## config.mk

```make
export PLATFORM = sky130hd
export DESIGN_NAME = quadrature_knob_accelerated_step
export DESIGN_NICKNAME = d
export VERILOG_FILES = /design/src/hw/rtl/qkas_pkg.sv /design/src/hw/rtl/qkas_tracker.sv /design/src/hw/rtl/qkas_divider.sv /design/src/hw/rtl/quadrature_knob_accelerated_step.sv
export SDC_FILE = /design/constraint.sdc
export NUM_CORES = 1
export LEC_CHECK = 0
export CAP_MARGIN = 20
export CORE_ASPECT_RATIO = 2
export CORE_UTILIZATION = 50
export CTS_BUF_LIST = sky130_fd_sc_hd__clkbuf_16
export DETAILED_ROUTE_END_ITERATION = 6
export DONT_BUFFER_PORTS = 1
export PLACE_DENSITY_LB_ADDON = 0.08
export SLEW_MARGIN = 20
export SYNTH_ARGS = -nofsm -noshare
export SYNTH_HDL_FRONTEND = slang
export SYNTH_HIERARCHICAL = 1
export SYNTH_SLANG_ARGS = --single-unit
```

## constraint.sdc

```tcl
create_clock -name i_clk -period 8.9 [get_ports i_clk]
set_clock_uncertainty 0.15 [all_clocks]
set_input_delay 1.335 -clock i_clk [delete_from_list [all_inputs] [get_ports i_clk]]
set_output_delay 1.335 -clock i_clk [all_outputs]
set_load 0.01 [all_outputs]
```

## src/hw/rtl/qkas_pkg.sv

```systemverilog
`timescale 1ns / 1ps
// ----------------------------------------------------------------------------
// qkas_pkg
// shared types and constants for the accelerated quadrature knob step block
// ----------------------------------------------------------------------------
package qkas_pkg;

    // quadrature tracker states
    typedef enum logic [3:0] {
        PH_IDLE = 4'd0,
        PH_INC0 = 4'd1,
        PH_INC1 = 4'd2,
        PH_INC2 = 4'd3,
        PH_DEC0 = 4'd4,
        PH_DEC1 = 4'd5,
        PH_DEC2 = 4'd6,
        PH_A0B0 = 4'd7,
        PH_A0B1 = 4'd8,
        PH_A1B0 = 4'd9
    } t_phase;

    // read sequencer states
    typedef enum logic [1:0] {
        S_IDLE,
        S_DIV,
        S_MIN,
        S_OUT
    } t_state;

    // configuration register indexes
    localparam logic [1:0] CFG_LOWER = 2'd0;
    localparam logic [1:0] CFG_UPPER = 2'd1;
    localparam logic [1:0] CFG_RATE  = 2'd2;

    // item kinds on the input stream
    localparam logic CMD_SAMPLE = 1'b0;
    localparam logic CMD_READ   = 1'b1;

    localparam int MIN_TICKS   = 32;
    localparam int SPEED_SHIFT = 6;
    localparam int PULSE_W     = 8;
    localparam int DVD_W       = PULSE_W + SPEED_SHIFT;

    typedef struct packed {
        logic sample;
        logic chan_a;
        logic chan_b;
        logic clr_all;
        logic clr_cnt;
    } t_trk_ctrl;

    typedef struct packed {
        logic busy;
        logic done;
    } t_div_stat;

endpackage

```

## src/hw/rtl/qkas_tracker.sv

```systemverilog
`timescale 1ns / 1ps
// ----------------------------------------------------------------------------
// qkas_tracker
// ten-state quadrature tracker with saturating tick, pulse and loss counters
// ----------------------------------------------------------------------------
module qkas_tracker
    import qkas_pkg::*;
(
    input  logic                      i_clk,
    input  logic                      i_rst_n,
    input  t_trk_ctrl                 i_ctrl,
    output logic [15:0]               o_tick,
    output logic signed [PULSE_W-1:0] o_pulse,
    output logic [7:0]                o_loss
);

    t_phase                    r_phase, n_phase;
    logic [15:0]               r_tick, n_tick;
    logic signed [PULSE_W-1:0] r_pulse, n_pulse;
    logic [7:0]                r_loss, n_loss;
    logic                      w_up, w_dn, w_lose;

    always_comb begin
        n_phase = r_phase;
        w_up    = 1'b0;
        w_dn    = 1'b0;
        w_lose  = 1'b0;
        case ({i_ctrl.chan_a, i_ctrl.chan_b})
            2'b11: begin
                case (r_phase)
                    PH_INC1, PH_INC2: w_up = 1'b1;
                    PH_DEC1, PH_DEC2: w_dn = 1'b1;
                    PH_IDLE:          ;
                    default:          w_lose = 1'b1;
                endcase
                n_phase = PH_IDLE;
            end
            2'b01: begin
                case (r_phase)
                    PH_IDLE:                   n_phase = PH_INC0;
                    PH_INC2: begin
                        n_phase = PH_INC0;
                        w_up    = 1'b1;
                    end
                    PH_DEC0, PH_DEC1, PH_A0B0: n_phase = PH_DEC2;
                    PH_INC0, PH_DEC2:          ;
                    default:                   n_phase = PH_A0B1;
                endcase
            end
            2'b10: begin
                case (r_phase)
                    PH_IDLE:                   n_phase = PH_DEC0;
                    PH_DEC2: begin
                        n_phase = PH_DEC0;
                        w_dn    = 1'b1;
                    end
                    PH_INC0, PH_INC1, PH_A0B0: n_phase = PH_INC2;
                    PH_DEC0, PH_INC2:          ;
                    default:                   n_phase = PH_A1B0;
                endcase
            end
            default: begin
                case (r_phase)
                    PH_INC0, PH_A0B1: n_phase = PH_INC1;
                    PH_DEC0, PH_A1B0: n_phase = PH_DEC1;
                    PH_DEC1, PH_INC1: ;
                    default:          n_phase = PH_A0B0;
                endcase
            end
        endcase

        n_tick  = (r_tick != 16'hFFFF) ? r_tick + 16'd1 : r_tick;
        n_pulse = r_pulse;
        if (w_up && r_pulse != 8'sd127) begin
            n_pulse = r_pulse + 8'sd1;
        end else if (w_dn && r_pulse != -8'sd128) begin
            n_pulse = r_pulse - 8'sd1;
        end
        n_loss = (w_lose && r_loss != 8'hFF) ? r_loss + 8'd1 : r_loss;
    end

    always_ff @(posedge i_clk) begin
        if (!i_rst_n || i_ctrl.clr_all) begin
            r_phase <= PH_IDLE;
            r_tick  <= '0;
            r_pulse <= '0;
            r_loss  <= '0;
        end else if (i_ctrl.clr_cnt) begin
            r_tick  <= '0;
            r_pulse <= '0;
            r_loss  <= '0;
        end else if (i_ctrl.sample) begin
            r_phase <= n_phase;
            r_tick  <= n_tick;
            r_pulse <= n_pulse;
            r_loss  <= n_loss;
        end
    end

    assign o_tick  = r_tick;
    assign o_pulse = r_pulse;
    assign o_loss  = r_loss;

endmodule

```

## src/hw/rtl/qkas_divider.sv

```systemverilog
`timescale 1ns / 1ps
// ----------------------------------------------------------------------------
// qkas_divider
// restoring divider, one quotient bit per cycle through one shared subtractor
// ----------------------------------------------------------------------------
module qkas_divider
    import qkas_pkg::*;
(
    input  logic             i_clk,
    input  logic             i_rst_n,
    input  logic             i_start,
    input  logic [DVD_W-1:0] i_dividend,
    input  logic [15:0]      i_divisor,
    output t_div_stat        o_stat,
    output logic [DVD_W-1:0] o_quotient
);

    localparam int CNT_W = $clog2(DVD_W);

    logic [DVD_W-1:0] r_dvd;
    logic [15:0]      r_rem;
    logic [15:0]      r_dvs;
    logic [CNT_W-1:0] r_cnt;
    logic             r_busy;
    logic             r_done;
    logic [16:0]      w_shift;
    logic [16:0]      w_diff;
    logic             w_ge;

    assign w_shift = {r_rem, r_dvd[DVD_W-1]};
    assign w_diff  = w_shift - {1'b0, r_dvs};
    assign w_ge    = (w_shift >= {1'b0, r_dvs});

    always_ff @(posedge i_clk) begin
        if (!i_rst_n) begin
            r_busy <= 1'b0;
            r_done <= 1'b0;
            r_cnt  <= '0;
        end else begin
            r_done <= 1'b0;
            if (i_start) begin
                r_busy <= 1'b1;
                r_cnt  <= '0;
            end else if (r_busy) begin
                r_cnt <= r_cnt + CNT_W'(1);
                if (r_cnt == CNT_W'(DVD_W - 1)) begin
                    r_busy <= 1'b0;
                    r_done <= 1'b1;
                end
            end
        end
    end

    // payload: remainder and dividend/quotient shift register
    always_ff @(posedge i_clk) begin
        if (i_start) begin
            r_dvd <= i_dividend;
            r_rem <= '0;
            r_dvs <= i_divisor;
        end else if (r_busy) begin
            r_dvd <= {r_dvd[DVD_W-2:0], w_ge};
            r_rem <= w_ge ? w_diff[15:0] : w_shift[15:0];
        end
    end

    assign o_stat.busy = r_busy;
    assign o_stat.done = r_done;
    assign o_quotient  = r_dvd;

endmodule

```

## src/hw/rtl/quadrature_knob_accelerated_step.sv

```systemverilog
`timescale 1ns / 1ps
// ----------------------------------------------------------------------------
// quadrature_knob_accelerated_step
// quadrature knob decoder producing speed-scaled, limit-clamped steps
// ----------------------------------------------------------------------------
// usage:
//   input stream s_axis: tuser = cmd (0 sample, 1 read). a sample transfer
//   carries the A/B levels and advances the tracker; it yields no result. a
//   read transfer carries current_value and yields one
//   result on m_axis: step_value and lost_sequences.
//   a read passes from its transfer to the result being loaded through:
//   the accept, the restoring divider (one quotient bit per cycle), the
//   rate multiply registered with the quotient, the headroom minimum in
//   S_MIN and the output register load in S_OUT. a read with fewer
//   than 32 ticks gathered skips the divider and goes straight to S_OUT.
//   s_axis_tready is low while a read is in flight.
//   results sit in an output register; while the receiver stalls, samples
//   keep being accepted, and a following read waits in its final cycle
//   until the register is free.
//   config writes (index 0 lower, 1 upper, 2 rate) take effect at once and
//   clear the tracker counters and phase; other indexes are ignored.
//   reset (synchronous, active low) restores limits 0/65535, rate 1 and
//   clears the tracker and the output valid flag.
// ----------------------------------------------------------------------------
module quadrature_knob_accelerated_step
    import qkas_pkg::*;
(
    input  logic        i_clk,
    input  logic        i_rst_n,
    // input stream
    input  logic        s_axis_tvalid,
    output logic        s_axis_tready,
    input  logic [23:0] s_axis_tdata,   // [0] chan_a, [1] chan_b, [17:2] current_value
    input  logic [0:0]  s_axis_tuser,   // [0] cmd
    // result stream
    output logic        m_axis_tvalid,
    input  logic        m_axis_tready,
    output logic [23:0] m_axis_tdata,   // [15:0] step_value, [23:16] lost_sequences
    // configuration write channel
    input  logic        i_cfg_valid,
    output logic        o_cfg_ready,
    input  logic [1:0]  i_cfg_index,
    input  logic [15:0] i_cfg_data
);

    // configuration registers
    logic [15:0] r_lower;
    logic [15:0] r_upper;
    logic [7:0]  r_rate;

    // sequencer
    t_state      r_state, n_state;
    logic        r_early;
    logic        r_pos;
    logic [15:0] r_cur;
    logic [15:0] r_mag;
    logic signed [17:0] r_mn;

    // output register
    logic        r_out_valid;
    logic [23:0] r_out_data;

    // tracker and divider hookup
    t_trk_ctrl                 w_trk;
    logic [15:0]               w_tick;
    logic signed [PULSE_W-1:0] w_pulse;
    logic [7:0]                w_loss;
    t_div_stat                 w_div_stat;
    logic [DVD_W-1:0]          w_quot;

    logic        w_in_fire;
    logic        w_is_read;
    logic        w_cfg_hit;
    logic        w_early;
    logic        w_div_start;
    logic        w_load;
    logic [7:0]  w_p;
    logic [8:0]  w_max;
    logic [16:0] w_prod;
    logic [15:0] w_mag;
    logic signed [17:0] w_room;
    logic signed [17:0] w_mag_s;
    logic signed [17:0] w_mn;
    logic signed [17:0] w_stp;
    logic [15:0] w_step;

    assign s_axis_tready = (r_state == S_IDLE);
    assign o_cfg_ready   = 1'b1;
    assign w_in_fire     = s_axis_tvalid && s_axis_tready;
    assign w_is_read     = (s_axis_tuser[0] == CMD_READ);
    assign w_cfg_hit     = i_cfg_valid && (i_cfg_index inside {CFG_LOWER, CFG_UPPER, CFG_RATE});

    // counters are frozen while a read is in flight unless a config write clears them, so they serve as the snapshot
    assign w_early     = (w_tick < 16'(MIN_TICKS));
    assign w_p         = w_pulse[PULSE_W-1] ? (~w_pulse + 8'd1) : w_pulse;
    assign w_div_start = w_in_fire && w_is_read && !w_early;
    assign w_load      = (r_state == S_OUT) && (!r_out_valid || m_axis_tready);

    assign w_trk.sample  = w_in_fire && !w_is_read;
    assign w_trk.chan_a  = s_axis_tdata[0];
    assign w_trk.chan_b  = s_axis_tdata[1];
    assign w_trk.clr_all = w_cfg_hit;
    assign w_trk.clr_cnt = w_load && !r_early;

    qkas_tracker u_tracker (
        .i_clk   (i_clk),
        .i_rst_n (i_rst_n),
        .i_ctrl  (w_trk),
        .o_tick  (w_tick),
        .o_pulse (w_pulse),
        .o_loss  (w_loss)
    );

    qkas_divider u_divider (
        .i_clk      (i_clk),
        .i_rst_n    (i_rst_n),
        .i_start    (w_div_start),
        .i_dividend ({w_p, SPEED_SHIFT'(0)}),
        .i_divisor  (w_tick),
        .o_stat     (w_div_stat),
        .o_quotient (w_quot)
    );

    // speed: quotient never exceeds 256 since ticks >= 32 and pulses <= 128
    assign w_max  = (w_quot[8:0] < {1'b0, w_p}) ? {1'b0, w_p} : w_quot[8:0];
    assign w_prod = {8'd0, w_max} * {9'd0, r_rate};
    always_comb begin
        if (w_p == 8'd1) begin
            w_mag = 16'd1;
        end else if (w_max != {1'b0, w_p}) begin
            w_mag = w_prod[15:0];
        end else begin
            w_mag = {7'd0, w_max};
        end
    end

    // headroom toward the limit in the turning direction, may be negative
    assign w_room  = r_pos ? ($signed({2'b00, r_upper}) - $signed({2'b00, r_cur}))
                           : ($signed({2'b00, r_cur}) - $signed({2'b00, r_lower}));
    assign w_mag_s = $signed({2'b00, r_mag});
    assign w_mn    = (w_room > w_mag_s) ? w_mag_s : w_room;

    // sign and saturate to 16 bits
    assign w_stp = r_pos ? r_mn : -r_mn;
    always_comb begin
        if (r_early) begin
            w_step = 16'd0;
        end else if (w_stp > 18'sd32767) begin
            w_step = 16'h7FFF;
        end else if (w_stp < -18'sd32768) begin
            w_step = 16'h8000;
        end else begin
            w_step = w_stp[15:0];
        end
    end

    // sequencer next state
    always_comb begin
        n_state = r_state;
        case (r_state)
            S_IDLE: begin
                if (w_in_fire && w_is_read) begin
                    n_state = w_early ? S_OUT : S_DIV;
                end
            end
            S_DIV: begin
                if (w_div_stat.done) begin
                    n_state = S_MIN;
                end
            end
            S_MIN:   n_state = S_OUT;
            S_OUT: begin
                if (w_load) begin
                    n_state = S_IDLE;
                end
            end
            default: n_state = S_IDLE;
        endcase
    end

    always_ff @(posedge i_clk) begin
        if (!i_rst_n) begin
            r_state <= S_IDLE;
        end else begin
            r_state <= n_state;
        end
    end

    // read payload registers
    always_ff @(posedge i_clk) begin
        if (w_in_fire && w_is_read) begin
            r_early <= w_early;
            r_pos   <= !w_pulse[PULSE_W-1] && (w_pulse != '0);
            r_cur   <= s_axis_tdata[17:2];
        end
        if (r_state == S_DIV && w_div_stat.done) begin
            r_mag <= w_mag;
        end
        if (r_state == S_MIN) begin
            r_mn <= w_mn;
        end
    end

    // configuration registers
    always_ff @(posedge i_clk) begin
        if (!i_rst_n) begin
            r_lower <= 16'd0;
            r_upper <= 16'hFFFF;
            r_rate  <= 8'd1;
        end else if (i_cfg_valid) begin
            case (i_cfg_index)
                CFG_LOWER: r_lower <= i_cfg_data;
                CFG_UPPER: r_upper <= i_cfg_data;
                CFG_RATE:  r_rate  <= i_cfg_data[7:0];
                default:   ;
            endcase
        end
    end

    // output register
    always_ff @(posedge i_clk) begin
        if (!i_rst_n) begin
            r_out_valid <= 1'b0;
        end else if (w_load) begin
            r_out_valid <= 1'b1;
        end else if (m_axis_tready) begin
            r_out_valid <= 1'b0;
        end
    end

    always_ff @(posedge i_clk) begin
        if (w_load) begin
            r_out_data <= {w_loss, w_step};
        end
    end

    assign m_axis_tvalid = r_out_valid;
    assign m_axis_tdata  = r_out_data;

    // checks
    a_div_in_seq: assert property (@(posedge i_clk) disable iff (!i_rst_n)
        w_div_stat.busy |-> r_state == S_DIV)
        else $error("divider busy outside divide state");

    a_quot_bound: assert property (@(posedge i_clk) disable iff (!i_rst_n)
        w_div_stat.done |-> w_quot <= DVD_W'(256))
        else $error("speed quotient out of range");

    a_read_clears: assert property (@(posedge i_clk) disable iff (!i_rst_n)
        (w_load && !r_early) |=> (w_tick == '0 && w_pulse == '0 && w_loss == '0))
        else $error("counters not cleared after read");

    a_loss_report: assert property (@(posedge i_clk) disable iff (!i_rst_n)
        w_load |=> m_axis_tdata[23:16] == $past(w_loss))
        else $error("reported loss count mismatch");

endmodule
```

-- Word-level counts from Yosys, hierarchy flattened
Index checks and enable logic that the tools add are counted.
- register bits after elaboration: 207
- add/sub/neg operators: 10
- multiply operators: 1
- order comparisons: 6
- equal/unequal tests: 30
- multiplexer cells: 36
- bitwise gates (word level): 5
- reductions and logical operators: 53
- operators by type and width (kind ; count):
    $mux 16 ; 3
    $pmux 4 s3 ; 4
    $mux 18 ; 2
    $sub 16x16->17 ; 2
    $mux 14 ; 2
    $reduce_or 2->1 ; 13
    $mux 8 ; 3
    $ne 8x8->1 const B ; 3
    $gt 18x16->1 const B ; 1
    $gt 18x17->1 ; 1
    $lt 18x16->1 const B ; 1
    $mux 9 ; 2
    $neg 18->18 ; 1
    $ge 17x16->1 ; 1
    $add 16x1->16 const B ; 1
    $add 8x1->8 const B ; 2
    $eq 4x3->1 const B ; 4
    $lt 16x6->1 const B ; 1
    $mul 9x8->16 ; 1
    $ne 16x16->1 const B ; 1
    $sub 16x16->16 ; 1
    $mux 15 ; 1
    $eq 4x4->1 const B ; 3
    $logic_and 1x1->1 ; 12
    other kinds (31) ; 75

-- Longest topological paths before layout
- depth in word-level cells: 8
- depth in mapped cells: 32

-- Modules after synthesis
Netlist, hierarchy kept.
- by module, submodules not included (module ; instances ; cells each ; area an instance (µm²) ; sequential area each (µm²)):
    quadrature_knob_accelerated_step ; 1 ; 1046 ; 9835.7 ; 3113.0
    qkas_divider ; 1 ; 310 ; 3108.0 ; 1341.3
    qkas_tracker ; 1 ; 262 ; 2195.9 ; 720.7

-- Worst setup path after synthesis
OpenSTA, ideal clock, no wires.
- path type: flip-flop to flip-flop
- from: register u_tracker.r_pulse[0] (netlist: u_tracker/o_pulse[0])
- to: register r_mag[14], data pin
- library setup time: 0.256 ns
- data arrival time: 7.085 ns
- slack: 1.409 ns
- cell stages (with the launch flop): 33
- path buffers: 2
- period minus slack after synthesis: 7.491 ns
- cell sequence: dfxtp_1 > clkbuf_1 > inv_1 > ha_1 > and2b_1 > xor2_1 > inv_1 > ha_1 > a21oi_1 > o21ai_0 > maj3_1 > a21oi_1 > a41o_1 > o2111a_2 > buf_6 > mux2i_4 > nand2b_1 > fa_1 > fa_1 > inv_1 > fa_1 > inv_1 > fa_1 > inv_1 > ha_1 > nor3_1 > nor2_1 > a31oi_1 > nor2b_1 > o21ai_0 > a21oi_1 > xnor2_1 > nor2_1
- word-level cells in the longest chain between the ends: 8
- ends and longest elaborated chain (item ; RTL line ; RTL):
    start, declared ; qkas_tracker.sv:19 ; logic signed [PULSE_W-1:0] r_pulse, n_pulse;
    start signal, assigned ; qkas_tracker.sv:95 ; r_pulse <= n_pulse;
    $not 8->8 (*) ; quadrature_knob_accelerated_step.sv:95 ; assign w_p = w_pulse[PULSE_W-1] ? (~w_pulse + 8'd1) : w_pulse;
    $add 8x1->8 (*) ; quadrature_knob_accelerated_step.sv:95 ;
    $mux 8 (*) ; quadrature_knob_accelerated_step.sv:95 ;
    net w_p[2] ; quadrature_knob_accelerated_step.sv:77 ; logic [7:0] w_p;
    branches (longest 5 deep; another with $mul 9x8->16) ; -- ;
    end signal, assigned ; quadrature_knob_accelerated_step.sv:197 ; r_mag <= w_mag;
    end, declared ; quadrature_knob_accelerated_step.sv:56 ; logic [15:0] r_mag;
Mark *: on every way through the listed nets, which the timed path passes.
A chain may end at the register's enable or synchronous reset.

-- Worst setup path after layout
- from: register u_tracker.r_pulse[1] (netlist: u_tracker/o_pulse[1])
- to: register r_mag[14], data pin
Same word-level chain as after synthesis.

==> impl_metrics.ini <==
[outcome]
status = complete, but fails checks
violations = DRC

[clocking]
clkSinkCount = 206
cts_buffers = 21
cts-root-buf = clkbuf_16
clkTransAtPathRegs_ps = 70
cts_hold_buf = 0
cts_tree = yes
clkLatencyLatePin_ps = 520
postCtsSetupBuffers = 0
clk_path_buf_depth = 3
cts_resized = 0
htree_levels = 1

[power]
p_per_area_mw_per_mm2 = 172
leakage_nw = 6.54
irDropWorstVdd_uv = 126

[global_route]
grt_usage_pct = 24.5
grt_start_max_net_pins = 52
grt_pass1_wl_um = 59400
antenna_found_initial = 0
grt_pass1_vias = 11600
overflow = 0

[setup_path]
cp_data_required_time_ps = 9000
critPathMaxFanout = 8
slowest_stage = fa_1
crit_type = reg2reg
start_kind = register
critPathLaunch = u_tracker/o_pulse[1]
worst_setup_path_end_kind = register
max_stage_delay_ps = 550
timing.rr.start = u_tracker/o_pulse[1]
cp.arrival_ps = 7870

[synth]
synth.yosys.warnings = 6
synthCells = 1617
avgSynthCellArea_um2 = 9.36
synth_area_mm2 = 0.0151

[cells_and_area]
largest_reg_flops = 24
antenna_cells = 0
layout_common_cells = inv_1, nand2_1, ha_1
drive_above_1_share_pct = 7.48
fin_util_pct = 54.5
fillers = 2715
areaGrowthSynthToFinish_pct = 6.62
final_nets = 1816
layout_commonest_cell = inv_1

[floorplan]
die_area_mm2 = 0.0310
die_x_um = 125
core.rowCount = 89
ios = 75
die_y_um = 248
initial_utilization_pct = 51.1
core_area_mm2 = 0.0296

[sta]
rsz0062_at_grt = no
clock.fmax_mhz = 129
worst_slew_pin_slew_ps = 1020
slew_violations = 0
setup_viol = 0
setup_tns_ps = 0
period_needed_ps = 7770
relSlewSlack_pct = 31.4
post-route-period-util_pct = 87.3
finalHoldViolCount = 0

[route]
vias = 11400
dr.pass1.iters = 7
viasPerCell = 5.73
routedWlPerCell_um = 18.8
post-route-drc-count = 10
drt_iter0_drc = 550
finalWirelength_um = 37300
postRouteAntennaNets = 0

[flow_run]
max_cap_viol_count = 0

[placement]
port_buffers = 0
hpwl_um = 29000
gp_congestion = 0.870

[min_path]
min_path_type = reg2reg
hp-start = r_lower[14]
-- path summary, 6_finish.rpt --
check / end / slack, ps / cells after the start
setup / recovery: r_mag[14] / 1130 / 29
hold / removal: r_lower[14] / 310 / 2
setup reg to reg: r_mag[14] / 1130 / 29
hold reg to reg: r_lower[14] / 310 / 2
-- routing by layer --
layer	GRT usage, %	vias to the layer above	routed length [um]
li1	-	5619	-
met1	22.0	5424	12600
met2	52.5	224	21900
met3	2.71	88	1120
met4	11.8	0	1690
met5	0	-	0
-- through the flow --
| step | cell area [um^2] | hold slack (ps) | power, mW | setup WS, ps | instances |
|---|---|---|---|---|---|
| floorplan | 15200 | 293 | 1.70 | 1410 | 1622 |
| global placement | 15400 | 300 | 1.87 | 1170 | 1944 |
| detailed placement | 15400 | 307 | 1.88 | 1110 | 1944 |
| CTS | 16100 | 316 | 2.80 | 1060 | 1981 |
| global route | 16100 | 330 | 2.91 | 619 | 1981 |
| finish | 16100 | 311 | 2.77 | 1130 | 1981 |
-- layout make-up --
type	count	area [um^2]	area share (%)
flip-flops and latches	206	5170	32.1
repair buffers	15	113	0.698
clock buffers	23	576	3.57
well taps	364	455	2.82
multi-input cells	1187	9050	56.1
inverters	172	646	4.00
clock inverters	14	120	0.745
-- worst max-delay path, delay by kind of cell, from the launching register on --
family,cells,cell delay [ps]
flops,1,510
fa+ha+maj,8,3220
simple gates,5,810
buf+inv,4,330
mux,1,460
xor+xnor,2,310
compound gates,9,1710
-- power by group --
| part | leakage [nW] | switching [mW] | total (mW) | internal, mW |
|---|---|---|---|---|
| Sequential | 1.78 | 0.0664 | 1.16 | 1.09 |
| Combinational | 4.41 | 0.405 | 0.700 | 0.296 |
| Clock | 0.355 | 0.390 | 0.913 | 0.523 |
| Total | 6.54 | 0.861 | 2.77 | 1.91 |
Power figures use the tool's default switching activity.
